--- config.mk ---
export PLATFORM = sky130hd
export DESIGN_NAME = table_driven_fsm_engine
export DESIGN_NICKNAME = d
export VERILOG_FILES = /design/src/hdl/fte_pkg.sv /design/src/hdl/fte_useq.sv /design/src/hdl/fte_dpath.sv /design/src/hdl/table_driven_fsm_engine.sv
export VERILOG_INCLUDE_DIRS = /design/src /design/src/hdl
export SDC_FILE = /design/constraint.sdc
export NUM_CORES = 2
export LEC_CHECK = 0
export BUFFER_PORTS_ARGS = -buffer_cell sky130_fd_sc_hd__buf_2
export CAP_MARGIN = 20
export CORE_MARGIN = 2
export CORE_UTILIZATION = 23
export CTS_CLUSTER_DIAMETER = 50
export DETAILED_ROUTE_END_ITERATION = 7
export PLACE_DENSITY_LB_ADDON = 0.05
export SLEW_MARGIN = 5
export SYNTH_ARGS = -nofsm -noshare
export SYNTH_HDL_FRONTEND = slang
export SYNTH_SLANG_ARGS = --single-unit
--- constraint.sdc ---
create_clock -name clk -period 5.1 [get_ports clk]
set_input_delay 0.255 -clock clk [delete_from_list [all_inputs] [get_ports clk]]
set_output_delay 0.255 -clock clk [all_outputs]
set_load 0.005 [all_outputs]
--- src/hdl/table_driven_fsm_engine_defines.svh ---
// Assertion macros for the table-driven FSM engine.
`ifndef TABLE_DRIVEN_FSM_ENGINE_DEFINES_SVH
`define TABLE_DRIVEN_FSM_ENGINE_DEFINES_SVH

// Same-cycle implication, checked outside reset.
`define FTE_ASSERT_NOW(label, ante, cons, msg) \
    label: assert property (@(posedge clk) disable iff (!rst_n) (ante) |-> (cons)) \
        else $error(msg);

// Next-cycle implication, checked outside reset.
`define FTE_ASSERT_NEXT(label, ante, cons, msg) \
    label: assert property (@(posedge clk) disable iff (!rst_n) (ante) |=> (cons)) \
        else $error(msg);

`endif

--- src/hdl/fte_pkg.sv ---
package fte_pkg;

    localparam int MAX_EDGES_DEF  = 64;
    localparam int MAX_STEPS_DEF  = 1024;
    localparam int STATE_BITS_DEF = 8;

    // opcodes
    localparam logic [1:0] OP_ADD     = 2'd0;
    localparam logic [1:0] OP_STEP    = 2'd1;
    localparam logic [1:0] OP_RESTART = 2'd2;
    localparam logic [1:0] OP_CLEAR   = 2'd3;

    // result status codes
    localparam logic [2:0] ST_OK        = 3'd0;
    localparam logic [2:0] ST_DUP       = 3'd1;
    localparam logic [2:0] ST_BADLETTER = 3'd2;
    localparam logic [2:0] ST_NONDET    = 3'd3;
    localparam logic [2:0] ST_FULL      = 3'd4;
    localparam logic [2:0] ST_NOEDGE    = 3'd5;
    localparam logic [2:0] ST_LIMIT     = 3'd6;
    localparam logic [2:0] ST_BLOCKED   = 3'd7;

    // letter bounds
    localparam logic [7:0] CH_LO_A = 8'h61;
    localparam logic [7:0] CH_LO_Z = 8'h7a;
    localparam logic [7:0] CH_UP_A = 8'h41;
    localparam logic [7:0] CH_UP_Z = 8'h5a;

    // beat layouts
    localparam int TDATA_W     = 32;
    localparam int IN_OPC_LSB  = 0;
    localparam int IN_FROM_LSB = 2;
    localparam int IN_LTR_LSB  = 10;
    localparam int IN_TO_LSB   = 18;
    localparam int OUT_STS_LSB = 0;
    localparam int OUT_MST_LSB = 3;
    localparam int OUT_STP_LSB = 11;
    localparam int OUT_EDG_LSB = 22;
    localparam int OUT_USED    = 29;

    // microprogram addresses
    localparam logic [3:0] U_FETCH    = 4'd0;
    localparam logic [3:0] U_ADD0     = 4'd1;
    localparam logic [3:0] U_ADD1     = 4'd2;
    localparam logic [3:0] U_ADD_SCAN = 4'd3;
    localparam logic [3:0] U_ADD_RES  = 4'd4;
    localparam logic [3:0] U_ADD_DUP  = 4'd5;
    localparam logic [3:0] U_STP0     = 4'd6;
    localparam logic [3:0] U_STP1     = 4'd7;
    localparam logic [3:0] U_STP_SCAN = 4'd8;
    localparam logic [3:0] U_STP_RES  = 4'd9;
    localparam logic [3:0] U_RESTART  = 4'd10;
    localparam logic [3:0] U_CLEAR    = 4'd11;
    localparam logic [3:0] U_DONE     = 4'd12;

    // branch conditions
    localparam logic [3:0] C_ALWAYS  = 4'd0;
    localparam logic [3:0] C_IN      = 4'd1;
    localparam logic [3:0] C_FULL    = 4'd2;
    localparam logic [3:0] C_BAD     = 4'd3;
    localparam logic [3:0] C_BLOCKED = 4'd4;
    localparam logic [3:0] C_LIMIT   = 4'd5;
    localparam logic [3:0] C_STOP    = 4'd6;
    localparam logic [3:0] C_END     = 4'd7;
    localparam logic [3:0] C_SAMEDST = 4'd8;
    localparam logic [3:0] C_OUTFREE = 4'd9;

    // datapath actions
    localparam logic [3:0] A_NONE    = 4'd0;
    localparam logic [3:0] A_LOAD    = 4'd1;
    localparam logic [3:0] A_FULL    = 4'd2;
    localparam logic [3:0] A_BAD     = 4'd3;
    localparam logic [3:0] A_DUP     = 4'd4;
    localparam logic [3:0] A_NONDET  = 4'd5;
    localparam logic [3:0] A_APPEND  = 4'd6;
    localparam logic [3:0] A_NEXT    = 4'd7;
    localparam logic [3:0] A_BLOCKED = 4'd8;
    localparam logic [3:0] A_LIMIT   = 4'd9;
    localparam logic [3:0] A_NOEDGE  = 4'd10;
    localparam logic [3:0] A_MOVE    = 4'd11;
    localparam logic [3:0] A_RESTART = 4'd12;
    localparam logic [3:0] A_CLEAR   = 4'd13;
    localparam logic [3:0] A_EMIT    = 4'd14;

    typedef struct packed {
        logic [3:0] cond;
        logic [3:0] act_t;
        logic [3:0] tgt_t;
        logic [3:0] act_f;
        logic [3:0] tgt_f;
        logic       key_cur;   // scan key: current state instead of edge source
        logic       disp;      // taken branch jumps by opcode
    } uword_t;

    typedef struct packed {
        logic [3:0] act;
        logic       key_cur;
    } dp_ctrl_t;

    typedef struct packed {
        logic full;
        logic bad_letter;
        logic blocked;
        logic at_limit;
        logic scan_stop;
        logic at_end;
        logic same_dst;
        logic out_free;
    } dp_flags_t;

    function automatic uword_t uw(input logic [3:0] cond, input logic [3:0] act_t,
                                  input logic [3:0] tgt_t, input logic [3:0] act_f,
                                  input logic [3:0] tgt_f, input logic key_cur,
                                  input logic disp);
        uword_t w;
        w.cond    = cond;
        w.act_t   = act_t;
        w.tgt_t   = tgt_t;
        w.act_f   = act_f;
        w.tgt_f   = tgt_f;
        w.key_cur = key_cur;
        w.disp    = disp;
        return w;
    endfunction

    // control store
    function automatic uword_t ucode(input logic [3:0] addr);
        uword_t w;
        unique case (addr)
            U_FETCH:    w = uw(C_IN,      A_LOAD,    U_FETCH,   A_NONE,    U_FETCH,    1'b0, 1'b1);
            U_ADD0:     w = uw(C_FULL,    A_FULL,    U_DONE,    A_NONE,    U_ADD1,     1'b0, 1'b0);
            U_ADD1:     w = uw(C_BAD,     A_BAD,     U_DONE,    A_NONE,    U_ADD_SCAN, 1'b0, 1'b0);
            U_ADD_SCAN: w = uw(C_STOP,    A_NONE,    U_ADD_RES, A_NEXT,    U_ADD_SCAN, 1'b0, 1'b0);
            U_ADD_RES:  w = uw(C_END,     A_APPEND,  U_DONE,    A_NONE,    U_ADD_DUP,  1'b0, 1'b0);
            U_ADD_DUP:  w = uw(C_SAMEDST, A_DUP,     U_DONE,    A_NONDET,  U_DONE,     1'b0, 1'b0);
            U_STP0:     w = uw(C_BLOCKED, A_BLOCKED, U_DONE,    A_NONE,    U_STP1,     1'b1, 1'b0);
            U_STP1:     w = uw(C_LIMIT,   A_LIMIT,   U_DONE,    A_NONE,    U_STP_SCAN, 1'b1, 1'b0);
            U_STP_SCAN: w = uw(C_STOP,    A_NONE,    U_STP_RES, A_NEXT,    U_STP_SCAN, 1'b1, 1'b0);
            U_STP_RES:  w = uw(C_END,     A_NOEDGE,  U_DONE,    A_MOVE,    U_DONE,     1'b1, 1'b0);
            U_RESTART:  w = uw(C_ALWAYS,  A_RESTART, U_DONE,    A_NONE,    U_DONE,     1'b0, 1'b0);
            U_CLEAR:    w = uw(C_ALWAYS,  A_CLEAR,   U_DONE,    A_NONE,    U_DONE,     1'b0, 1'b0);
            U_DONE:     w = uw(C_OUTFREE, A_EMIT,    U_FETCH,   A_NONE,    U_DONE,     1'b0, 1'b0);
            default:    w = uw(C_ALWAYS,  A_NONE,    U_FETCH,   A_NONE,    U_FETCH,    1'b0, 1'b0);
        endcase
        return w;
    endfunction

    function automatic logic [3:0] dispatch(input logic [1:0] opcode);
        logic [3:0] a;
        unique case (opcode)
            OP_ADD:     a = U_ADD0;
            OP_STEP:    a = U_STP0;
            OP_RESTART: a = U_RESTART;
            OP_CLEAR:   a = U_CLEAR;
            default:    a = U_FETCH;
        endcase
        return a;
    endfunction

endpackage

--- src/hdl/fte_useq.sv ---
module fte_useq
    import fte_pkg::*;
(
    input  logic       clk,
    input  logic       rst_n,
    input  logic       in_valid,
    input  logic [1:0] opcode,
    input  dp_flags_t  flags,
    output dp_ctrl_t   ctrl,
    output logic       in_ready
);

    logic [3:0] upc_reg;
    logic [3:0] upc_next;
    uword_t     word;
    logic       taken;

    assign word     = ucode(upc_reg);
    assign in_ready = (upc_reg == U_FETCH);

    always_comb
    begin
        unique case (word.cond)
            C_ALWAYS:  taken = 1'b1;
            C_IN:      taken = in_valid;
            C_FULL:    taken = flags.full;
            C_BAD:     taken = flags.bad_letter;
            C_BLOCKED: taken = flags.blocked;
            C_LIMIT:   taken = flags.at_limit;
            C_STOP:    taken = flags.scan_stop;
            C_END:     taken = flags.at_end;
            C_SAMEDST: taken = flags.same_dst;
            C_OUTFREE: taken = flags.out_free;
            default:   taken = 1'b0;
        endcase
    end

    always_comb
    begin
        ctrl.key_cur = word.key_cur;
        if (taken)
        begin
            ctrl.act = word.act_t;
            upc_next = word.disp ? dispatch(opcode) : word.tgt_t;
        end
        else
        begin
            ctrl.act = word.act_f;
            upc_next = word.tgt_f;
        end
    end

    always_ff @(posedge clk or negedge rst_n)
    begin
        if (!rst_n)
        begin
            upc_reg <= U_FETCH;
        end
        else
        begin
            upc_reg <= upc_next;
        end
    end

endmodule

--- src/hdl/fte_dpath.sv ---
module fte_dpath
    import fte_pkg::*;
#(
    parameter int MAX_EDGES  = MAX_EDGES_DEF,
    parameter int MAX_STEPS  = MAX_STEPS_DEF,
    parameter int STATE_BITS = STATE_BITS_DEF
)
(
    input  logic       clk,
    input  logic       rst_n,
    input  dp_ctrl_t   ctrl,
    input  logic [7:0] in_from,
    input  logic [7:0] in_letter,
    input  logic [7:0] in_to,
    input  logic       out_ready,
    output dp_flags_t  flags,
    output logic       out_valid,
    output logic [2:0] out_status,
    output logic [7:0] out_state,
    output logic [10:0] out_steps,
    output logic [6:0] out_edges
);

    localparam int AW = (MAX_EDGES > 1) ? $clog2(MAX_EDGES) : 1;
    localparam int CW = $clog2(MAX_EDGES + 1);
    localparam int SW = $clog2(MAX_STEPS + 1);
    localparam int EW = 2 * STATE_BITS + 8;

    // entry: {source, letter, target}
    logic [EW-1:0]         mem [MAX_EDGES];
    logic [EW-1:0]         rdata_reg;
    logic [EW-1:0]         wdata;
    logic                  we;

    logic [STATE_BITS-1:0] from_reg, from_next;
    logic [STATE_BITS-1:0] to_reg, to_next;
    logic [7:0]            ltr_reg, ltr_next;
    logic [CW-1:0]         idx_reg, idx_next;
    logic [CW-1:0]         cnt_reg, cnt_next;
    logic [STATE_BITS-1:0] cur_reg, cur_next;
    logic [SW-1:0]         stp_reg, stp_next;
    logic                  lf_reg, lf_next;
    logic                  halt_reg, halt_next;
    logic [2:0]            sts_reg, sts_next;
    logic                  ovld_reg, ovld_next;
    logic [2:0]            osts_reg;
    logic [7:0]            ost_reg;
    logic [10:0]           ostp_reg;
    logic [6:0]            oedg_reg;

    logic [STATE_BITS-1:0] rd_src, rd_dst, key;
    logic [7:0]            rd_sym;
    logic                  hit;

    assign rd_src = rdata_reg[EW-1 -: STATE_BITS];
    assign rd_sym = rdata_reg[STATE_BITS +: 8];
    assign rd_dst = rdata_reg[STATE_BITS-1:0];
    assign key    = ctrl.key_cur ? cur_reg : from_reg;
    assign hit    = (rd_src == key) && (rd_sym == ltr_reg);
    assign wdata  = {from_reg, ltr_reg, to_reg};

    assign flags.full       = (cnt_reg >= CW'(MAX_EDGES));
    assign flags.bad_letter = !(((ltr_reg >= CH_LO_A) && (ltr_reg <= CH_LO_Z)) ||
                                ((ltr_reg >= CH_UP_A) && (ltr_reg <= CH_UP_Z)));
    assign flags.blocked    = lf_reg || halt_reg;
    assign flags.at_limit   = (stp_reg >= SW'(MAX_STEPS));
    assign flags.at_end     = (idx_reg == cnt_reg);
    assign flags.scan_stop  = flags.at_end || hit;
    assign flags.same_dst   = (rd_dst == to_reg);
    assign flags.out_free   = !ovld_reg || out_ready;

    always_comb
    begin
        from_next = from_reg;
        to_next   = to_reg;
        ltr_next  = ltr_reg;
        idx_next  = idx_reg;
        cnt_next  = cnt_reg;
        cur_next  = cur_reg;
        stp_next  = stp_reg;
        lf_next   = lf_reg;
        halt_next = halt_reg;
        sts_next  = sts_reg;
        we        = 1'b0;
        ovld_next = (ovld_reg && !out_ready);
        case (ctrl.act)
            A_LOAD:
            begin
                from_next = STATE_BITS'(in_from);
                to_next   = STATE_BITS'(in_to);
                ltr_next  = in_letter;
                idx_next  = '0;
            end
            A_FULL:    sts_next = ST_FULL;
            A_BAD:
            begin
                sts_next = ST_BADLETTER;
                lf_next  = 1'b1;
            end
            A_DUP:     sts_next = ST_DUP;
            A_NONDET:
            begin
                sts_next = ST_NONDET;
                lf_next  = 1'b1;
            end
            A_APPEND:
            begin
                we       = 1'b1;
                cnt_next = cnt_reg + CW'(1);
                sts_next = ST_OK;
            end
            A_NEXT:    idx_next = idx_reg + CW'(1);
            A_BLOCKED: sts_next = ST_BLOCKED;
            A_LIMIT:   sts_next = ST_LIMIT;
            A_NOEDGE:
            begin
                sts_next  = ST_NOEDGE;
                halt_next = 1'b1;
            end
            A_MOVE:
            begin
                cur_next = rd_dst;
                stp_next = stp_reg + SW'(1);
                sts_next = ST_OK;
            end
            A_RESTART:
            begin
                cur_next  = '0;
                stp_next  = '0;
                halt_next = 1'b0;
                sts_next  = ST_OK;
            end
            A_CLEAR:
            begin
                cnt_next = '0;
                lf_next  = 1'b0;
                sts_next = ST_OK;
            end
            A_EMIT:    ovld_next = 1'b1;
            default:   ;
        endcase
    end

    // table: at most one write and one registered read per cycle
    always_ff @(posedge clk)
    begin
        if (we)
        begin
            mem[cnt_reg[AW-1:0]] <= wdata;
        end
        rdata_reg <= mem[idx_next[AW-1:0]];
    end

    always_ff @(posedge clk)
    begin
        from_reg <= from_next;
        to_reg   <= to_next;
        ltr_reg  <= ltr_next;
        sts_reg  <= sts_next;
        if (ctrl.act == A_EMIT)
        begin
            osts_reg <= sts_reg;
            ost_reg  <= 8'(cur_reg);
            ostp_reg <= 11'(stp_reg);
            oedg_reg <= 7'(cnt_reg);
        end
    end

    always_ff @(posedge clk or negedge rst_n)
    begin
        if (!rst_n)
        begin
            idx_reg  <= '0;
            cnt_reg  <= '0;
            cur_reg  <= '0;
            stp_reg  <= '0;
            lf_reg   <= 1'b0;
            halt_reg <= 1'b0;
            ovld_reg <= 1'b0;
        end
        else
        begin
            idx_reg  <= idx_next;
            cnt_reg  <= cnt_next;
            cur_reg  <= cur_next;
            stp_reg  <= stp_next;
            lf_reg   <= lf_next;
            halt_reg <= halt_next;
            ovld_reg <= ovld_next;
        end
    end

    assign out_valid  = ovld_reg;
    assign out_status = osts_reg;
    assign out_state  = ost_reg;
    assign out_steps  = ostp_reg;
    assign out_edges  = oedg_reg;

endmodule

--- src/hdl/table_driven_fsm_engine.sv ---
// Order of words: restart and clear run their action word, then the done step; a full
//   table or a blocked step ends at the first check, a bad letter or the step limit at the
//   second; a scanning add or step walks the stored edges in order, then a result word.
// Handshake: the next beat is taken in the cycle m_tvalid rises; a result still waiting
//   on m_tready holds the next one at the done step.
// Reset: rst_n async low; empties table, zeroes state/step count, clears error flags.
`include "table_driven_fsm_engine_defines.svh"

module table_driven_fsm_engine
    import fte_pkg::*;
#(
    parameter int MAX_EDGES  = MAX_EDGES_DEF,
    parameter int MAX_STEPS  = MAX_STEPS_DEF,
    parameter int STATE_BITS = STATE_BITS_DEF
)
(
    input  logic               clk,
    input  logic               rst_n,
    input  logic               s_tvalid,
    output logic               s_tready,
    // opcode[1:0], from_state[9:2], letter[17:10], to_state[25:18], zero pad
    input  logic [TDATA_W-1:0] s_tdata,
    output logic               m_tvalid,
    input  logic               m_tready,
    // status[2:0], machine_state[10:3], steps_taken[21:11], edges_held[28:22], zero pad
    output logic [TDATA_W-1:0] m_tdata
);

    // Microcoded control: fte_useq walks a 13-word control store, one word per
    // cycle. Each word tests one condition and picks one of two (action, next
    // address) pairs. The fetch word dispatches on the opcode of the accepted beat.
    //
    // Scan loop: the datapath presents table entry idx on its registered read
    // port; the scan word stops on a match or on idx == edge count, else bumps idx.
    // A result word then sorts out append / dup / nondet (add) or move / no-edge
    // (step). The done word parks the result in the output register, so a new
    // beat can be taken while the previous result waits for m_tready.

    dp_ctrl_t   ctrl;
    dp_flags_t  flags;
    logic [2:0] out_status;
    logic [7:0] out_state;
    logic [10:0] out_steps;
    logic [6:0] out_edges;

    fte_useq u_useq (
        .clk      (clk),
        .rst_n    (rst_n),
        .in_valid (s_tvalid),
        .opcode   (s_tdata[IN_OPC_LSB +: 2]),
        .flags    (flags),
        .ctrl     (ctrl),
        .in_ready (s_tready)
    );

    fte_dpath #(
        .MAX_EDGES  (MAX_EDGES),
        .MAX_STEPS  (MAX_STEPS),
        .STATE_BITS (STATE_BITS)
    ) u_dpath (
        .clk        (clk),
        .rst_n      (rst_n),
        .ctrl       (ctrl),
        .in_from    (s_tdata[IN_FROM_LSB +: 8]),
        .in_letter  (s_tdata[IN_LTR_LSB +: 8]),
        .in_to      (s_tdata[IN_TO_LSB +: 8]),
        .out_ready  (m_tready),
        .flags      (flags),
        .out_valid  (m_tvalid),
        .out_status (out_status),
        .out_state  (out_state),
        .out_steps  (out_steps),
        .out_edges  (out_edges)
    );

    assign m_tdata = {{(TDATA_W - OUT_USED){1'b0}}, out_edges, out_steps, out_state,
                      out_status};

    // sequencer must leave the fetch word right after taking a beat
    `FTE_ASSERT_NEXT(a_busy_after_accept, s_tvalid && s_tready, !s_tready,
                     "fetch repeated after accept")
    // a step-limit result must report the limit as the step count
    `FTE_ASSERT_NOW(a_limit_count, m_tvalid && (out_status == ST_LIMIT),
                    out_steps == 11'(MAX_STEPS), "limit status with wrong step count")
    // a table-full result must report a full table
    `FTE_ASSERT_NOW(a_full_count, m_tvalid && (out_status == ST_FULL),
                    out_edges == 7'(MAX_EDGES), "full status with wrong edge count")

endmodule
# Word level (Yosys, flattened, before mapping)
# Memories as Yosys holds them, arrays and structs flattened. A register that Yosys moved wholly into a read port is not among the register bits.
# Index checks and enable logic that the tools add are counted.
# classes
add_sub_neg,3
n_lt_le_gt_ge,6
eq_ne,30
muxes,17
reduce_logical,22
# op_table
operator,count
"4-bit == test, second input constant",9
"4-bit by 3-bit == test with 1-bit output, second input constant",8
7-bit one-hot mux with 2 select lines,2
8-bit == test,3
3-bit one-hot mux with 8 select lines,1
11-bit one-hot mux with 2 select lines,1
"4-bit by 2-bit == test with 1-bit output, second input constant",4
"8-bit by 7-bit greater-or-equal comparator with 1-bit output, second input constant",2
"8-bit by 7-bit less-or-equal comparator with 1-bit output, second input constant",2
4-bit one-hot mux with 4 select lines,1
8-bit one-hot mux with 2 select lines,1
"7-bit by 1-bit adder with 7-bit output, second input constant",2
4-bit 2-to-1 mux,3
"11-bit by 1-bit adder with 11-bit output, second input constant",1
"11-bit greater-or-equal comparator, second input constant",1
1-bit one-hot mux with 10 select lines,1
2-bit nonzero test,5
"4-bit by 1-bit == test with 1-bit output, second input constant",2
4-bit logical NOT,2
8-bit 2-to-1 mux,1
8-bit nonzero test,1
7-bit == test,1
"7-bit greater-or-equal comparator, second input constant",1
"2-bit == test, second input constant",2
other kinds (9),21
# totals
register_bits,96
ramBits,1536
romBits,336
inputBits,36
out_inout_bits,34
word_cells,97
n_memories,2
# mem_list
memory,words,word_bits,read_ports,rd_ports_with_merged_regs,wr,line,rtl
u_dpath.mem,64,24,1,1,1,fte_dpath.sv:30,logic [EW-1:0] mem [MAX_EDGES];
(name not given),16,21,1,0,0,fte_pkg.sv:129,unique case (addr)

# Depth between registers and ports, before layout
# An unclocked memory read counts as a cell.
# logic_depth
word_depth,11
depth_mapped,24
ltp_nobuf,18

# By module
# Synthesis repeated with hierarchy kept, for this count alone.
# hier_totals
cells_unflattened,4485
hier_area_um2,65885.7
# modules_own_cells
module,instances,cells_each,area_per_inst_um2,seq_area_each_um2
fte_dpath,1,4372,65004.8,49187.2
fte_useq,1,109,854.6,100.1
table_driven_fsm_engine,1,4,26.3,0.0

# Worst setup path before layout
# No wires, ideal clock.
# synth_timing
path_kind,reg-to-reg
start,reg u_useq.upc_reg[1]
end,"mem u_dpath.mem[63][0] (netlist name), enable pin"
setup_time_ps,405
arrival_time_ps,5065
required_time_ps,4695
setup_slack_ps,-370
stages_incl_launch_ff,20
path_buffers,4
synth_period_minus_slack_ps,5470
cell_sequence,dfrtp_1 buf_4 buf_2 inv_1 ha_1 ha_1 inv_1 o22ai_1 or3_1 a21oi_1 a2111oi_4 or2_1 nor2_1 buf_2 mux2i_1 nand3_1 nor2_1 nand3_1 clkbuf_1 nor2_1
# synth_via
elab_chain_cells,11
word_cells_on_any_way,21
classes_between,eq/ne (11); mux (6); reduce/logical (3); memory (1)
# synth_lines
item,line,rtl
"start, declared",fte_useq.sv:13,logic [3:0] upc_reg;
"start signal, assigned",fte_useq.sv:61,upc_reg <= upc_next;
memory 16 x 21 bit (*),n/a,
8-bit 2-to-1 mux,fte_dpath.sv:58,assign key = ctrl.key_cur ? cur_reg : from_reg;
8-bit == test,fte_dpath.sv:59,assign hit = (rd_src == key) && (rd_sym == ltr_reg);
1-bit logical AND,fte_dpath.sv:59,
1-bit logical OR,fte_dpath.sv:68,assign flags.scan_stop = flags.at_end || hit;
1-bit one-hot mux with 10 select lines,fte_useq.sv:23,unique case (word.cond)
4-bit 2-to-1 mux (*),fte_useq.sv:41,if (taken)
4-bit by 3-bit == test with 1-bit output (*),fte_dpath.sv:86,case (ctrl.act)
1-bit 2-to-1 mux (*),fte_dpath.sv:86,
1-bit 2-to-1 mux (*),fte_dpath.sv:147,if (we)
1-bit 2-to-1 mux (implied by the code) (*),fte_dpath.sv:149,mem[cnt_reg[AW-1:0]] <= wdata;
"end, declared",fte_dpath.sv:30,
# Mark *: on every way between the ends. The rest lies on a longest branch, timed or not.

# Worst setup path after layout
# layout_timing
start,reg u_dpath.ltr_reg[1]
end,"reg u_dpath.rdata_reg[15], read port of u_dpath.mem"
# layout_via
elab_chain_cells,8
word_cells_on_any_way,16
classes_between,order compare (4); eq/ne (3); mux (3); reduce/logical (6)
# layout_lines
item,line,rtl
"start, declared",fte_dpath.sv:37,"logic [7:0] ltr_reg, ltr_next;"
"start signal, assigned",fte_dpath.sv:158,ltr_reg <= ltr_next;
"8-bit by 7-bit greater-or-equal comparator with 1-bit output, or another cell as far along",fte_dpath.sv:63,assign flags.bad_letter = !(((ltr_reg >= CH_LO_A) && (ltr_reg <= CH_LO_Z)) ||
"1-bit logical AND, on equally long branches","fte_dpath.sv:63, fte_dpath.sv:64",
1-bit logical OR,fte_dpath.sv:63,
1-bit logical NOT,fte_dpath.sv:63,
1-bit one-hot mux with 10 select lines (*),fte_useq.sv:23,
4-bit 2-to-1 mux (*),fte_useq.sv:41,
4-bit by 3-bit == test with 1-bit output / 4-bit by 1-bit == test with 1-bit output (equally long branches),fte_dpath.sv:86,
7-bit one-hot mux with 2 select lines (*),fte_dpath.sv:86,
"end, declared",fte_dpath.sv:31,logic [EW-1:0] rdata_reg;
# Marked as above.
# A chain may end at the register's enable or synchronous reset.

==> flow_summary.toml <==
[sta]
maxSlewHeadroom_pct = 33.4
final_min_period_over_clock_period_pct = 98.0
setup-violations-final = 0
timing_max_transition_violations_final = 0
hold_viol_final = 0
rsz0062_at_grt = "yes"
worst_clock_skew_ps = 70.1
finalHoldWorstSlack_ps = 76.6
timing_worst_slew_pin_value_ps = 999
fin_crit_ps = 5000
clock.fmax_mhz = 200

[final_layout]
final_cell_area_excluding_filler_cells_um2 = 91700
post-route-util_pct = 30.9
multiInputGateArea_um2 = 18400
final_cell_count_without_fillers = 9836
layout.filler_cells = 29600
design.final.nets = 5730
syn2layout_area_growth_pct = 33.4
final-seq-area_um2 = 49300
largest_register_ff_count = 1536
drive_above_1_share_pct = 26.5

[logic_synthesis]
netlist.top_cell.by_area = "edfxtp_1"
adder_cell_fraction_of_synth_area_pct = 0.291
synth-simple-area-share_pct = 7.34
synth-async-reset-ratio_pct = 2.42
synth-seq-cells = 1656
synth.top_cells.by_area = "edfxtp_1, nand2_1, o22ai_1, a211oi_1, and3_1"
synth_top_family_by_area = "compound AO/OA/AOI/OAI gates"
synthDistinctLibCells = 77
count_of_mapped_cells_out_of_synthesis = 4870
yosysSeqAreaShare_pct = 71.7
synth_compound_area_share_pct = 14.7
synth.top_cell.area_share_pct = 69.5
synth_warnings = 0
synth_area_per_cell_um2 = 14.1
synth_edf_count = 1592
synth_common_cells = "edfxtp_1, nand2_1, o22ai_1, and3_1, a211oi_1"
synthFlopType = "edfxtp_1"
yosys-mux-area-fraction_pct = 2.71
cell_with_the_most_instances_after_synthesis = "edfxtp_1"
netlist_area_um2 = 68800
synthXorXnorAreaFrac_pct = 0.573

[route]
drt-total-wl_um = 295000
num_vias = 47900
ant_nets = 0
drt_pass1_iterations = 5
drcViolationCount = 0
post_drt_via_cell_ratio = 4.87
drt-initial-drc-count = 4248
avgRoutedWirePerCell_um = 30.0

[critical_path]
worst_path_max_delay_cell = "or4_4"
critical_path.most_common_cell = "buf_4"
reg2reg_slack_ps = 100
crit_required_ps = 5850
crit_fanout = 30
cp_slowest_stage_delay_ps = 640
critical_path.cell_chain = "buf_12 > or4_4 > o22ai_2 > or3b_4 > o21ai_2 > a2111oi_4 > buf_4 > nor2_4 > buf_4 > a21oi_4 > or2_4 > a21oi_1 > or4_4 > inv_12 > buf_12 > buf_4 > o21ai_0 > o221ai_2 > and4_2 > o211ai_1"
critPathTopFamily = "simple AND/OR/NAND/NOR gates"
worst_r2r_startpoint = "u_dpath.ltr_reg[1]"
critPathArrivalTime_ps = 5750
endpoint_kind = "flip-flop"
critical_path.reg2reg.endpoint = "u_dpath.rdata_reg[15]"
timing.setup.critical_path_class = "flip-flop to flip-flop"
worst_reg_to_reg_cells = 20
timing.critical_path.buf_inv = 6
timing.critical_path.from_type = "flip-flop"

[place]
placedCellCount = 9291
io_buffer_count = 60
gp_congestion = 0.781
detailedPlacementHpwl_um = 189000
detailed_place.area_um2 = 81500

[power]
switchingPower_uw = 23000
power.ir.vdd_worst_mv = 0.361
total_leakage_power_uw = 0.0312
switching_share_pct = 38.0
internal_power_uw = 37500
clockPowerShare_pct = 30.6
pwr_density_cell_nw_per_um2 = 660
power.combinational.fraction_pct = 42.6
seq_power_share_pct = 26.8

[min_path]
min_path_type = "input port to flip-flop"
hold-path-endpoint = "u_useq.upc_reg[0]"
worst_hold_path.num_cells = 5
hold_start = "s_tdata[0]"

[global_routing]
grt_antenna_before_repair = 35
gr-total-overflow = 0
grt_start_max_net_pins = 101
grtUsageTotal_pct = 19.1
grt_first_pass_wirelength_um = 405000
first_global_vias = 47900

[floorplanning]
number_of_rows_in_the_core_area = 200
fp.dieArea_um2 = 303000
floorplan.initialDensity_pct = 23.1
floorplan.die.width_um = 551
floorplan.core_area_um2 = 297000
die_h_um = 551
floorplan.io_pins = 70

[clock_tree]
cts_root_buf = "clkbuf_16"
tritoncts = "built"
worst_skew_pair.late_latency_ps = 900
max-clock-path-buffers = 4
clkSinkCount = 1656
cts.htree.levels = 5
clk_pin_slew_worst_paths_ps = 50
numCtsBuffers = 273

[run_status]
outcome = "complete, no violations"

[flow_run]
max_cap_violations = 0
## stage by stage
stage                     total power [µW]  TNS [ps]  setup WS [ps]
final                                60500         0            102
after global routing                 63300      -143          -34.0
after CTS                            61200     -3.20          -3.20
after detailed placement             41900     -6800           -725
after global placement               42000     -7660           -769
after floorplan                      27400   -144790           -328
## worst register-to-register path: stages, from the launching register on
cell	delay, ps
edfxtp_1	420
buf_12	160
or4_4	510
o22ai_2	170
or3b_4	230
o21ai_2	90
a2111oi_4	380
buf_4	190
nor2_4	50
buf_4	150
a21oi_4	120
or2_4	140
a21oi_1	60
or4_4	640
inv_12	150
buf_12	220
buf_4	230
o21ai_0	130
o221ai_2	280
and4_2	410
o211ai_1	130
## cell usage in the layout (no fill, tap or decap), drive strengths merged, types with 6 or more instances in the layout
cell type and instances:
a211o 93, a211oi 220, a21oi 180, a22o 23
a31o 25, a31oi 122, and2 6, and3 242
and4 23, buf 897, bufinv 29, clkbuf 324
clkinv 103, clkinvlp 18, dfrtp 40, dfxtp 24
diode 8, dlygate4sd3 35, edfxtp 1592, ha 16
inv 48, mux2 45, mux2i 131, nand2 517
nand2b 9, nand3 47, nand4 26, nor2 127
nor3 28, o211ai 74, o21ai 204, o221ai 164
o22ai 305, o31ai 25, or3 13, xnor2 8
xor2 37
## power by group through the flow
stage | clock network (µW) | logic, µW | registers (µW)
after floorplan | 0 | 10800 | 16600
after CTS | 19000 | 25900 | 16200
final | 18500 | 25800 | 16200
after detailed placement | 0 | 25500 | 16500
after global placement | 0 | 25600 | 16500
after global routing | 19600 | 27500 | 16200
## cell families (layout without fill, tap and decap cells)
family	Yosys count	count (layout)
adder cells (fa/ha/maj)	16	16
AND/OR/NAND/NOR	1060	1060
buffers and inverters	438	1455
XOR/XNOR	45	45
AO/OA/AOI/OAI	1476	1476
flip-flops	1656	1656
other	1	11
multiplexers	178	178
## how the worst max path moves through the flow
| stage | start | end | slack (ps) | cells after the start |
|---|---|---|---|---|
| 3_5_place_dp | u_dpath.ltr_reg[0] | u_dpath.rdata_reg[21] | -730 | 21 |
| 6_report | u_dpath.ltr_reg[1] | u_dpath.rdata_reg[15] | 100 | 20 |
| 2_1_floorplan | u_dpath.ltr_reg[3] | u_dpath.mem[63][0] | -330 | 14 |
| 3_3_place_gp | u_dpath.ltr_reg[0] | u_dpath.rdata_reg[21] | -770 | 21 |
| 5_1_grt | u_dpath.ltr_reg[1] | u_dpath.rdata_reg[13] | -30 | 20 |
| 4_1_cts | u_useq.upc_reg[0] | u_dpath.rdata_reg[17] | -3 | 24 |
## repair_timing
item / 4_1_cts / 5_1_grt
setup buffers: 8 / 7
pin swaps: 12 / 30
hold buffers: 35 / 0
setup endpoints to repair: 24 / 24
gates resized for setup: 60 / 72
endpoints found under the hold margin: 67 / 0
gates cloned: 2 / 4
## routing by layer
layer / global-route usage [%] / routed length (µm) / vias to the layer above
met5: 0 / 0 / -
met2: 31.0 / 138000 / 1175
li1: - / - / 21300
met3: 2.37 / 11500 / 337
met4: 4.41 / 6480 / 0
met1: 26.9 / 139000 / 25100
## cell type report
type                            instances  share of cell area (%)
Antenna cell                            8                  0.0218
Clock buffer                          320                    7.73
Clock inverter                        166                    2.13
Inverter                               31                   0.165
Multi-Input combinational cell       2778                    20.1
Sequential cell                      1656                    53.7
Tap cell                             3939                    5.37
Timing Repair Buffer                  937                    10.7
Timing Repair inverter                  1                 0.00955
(Power assumes the default switching activity.)
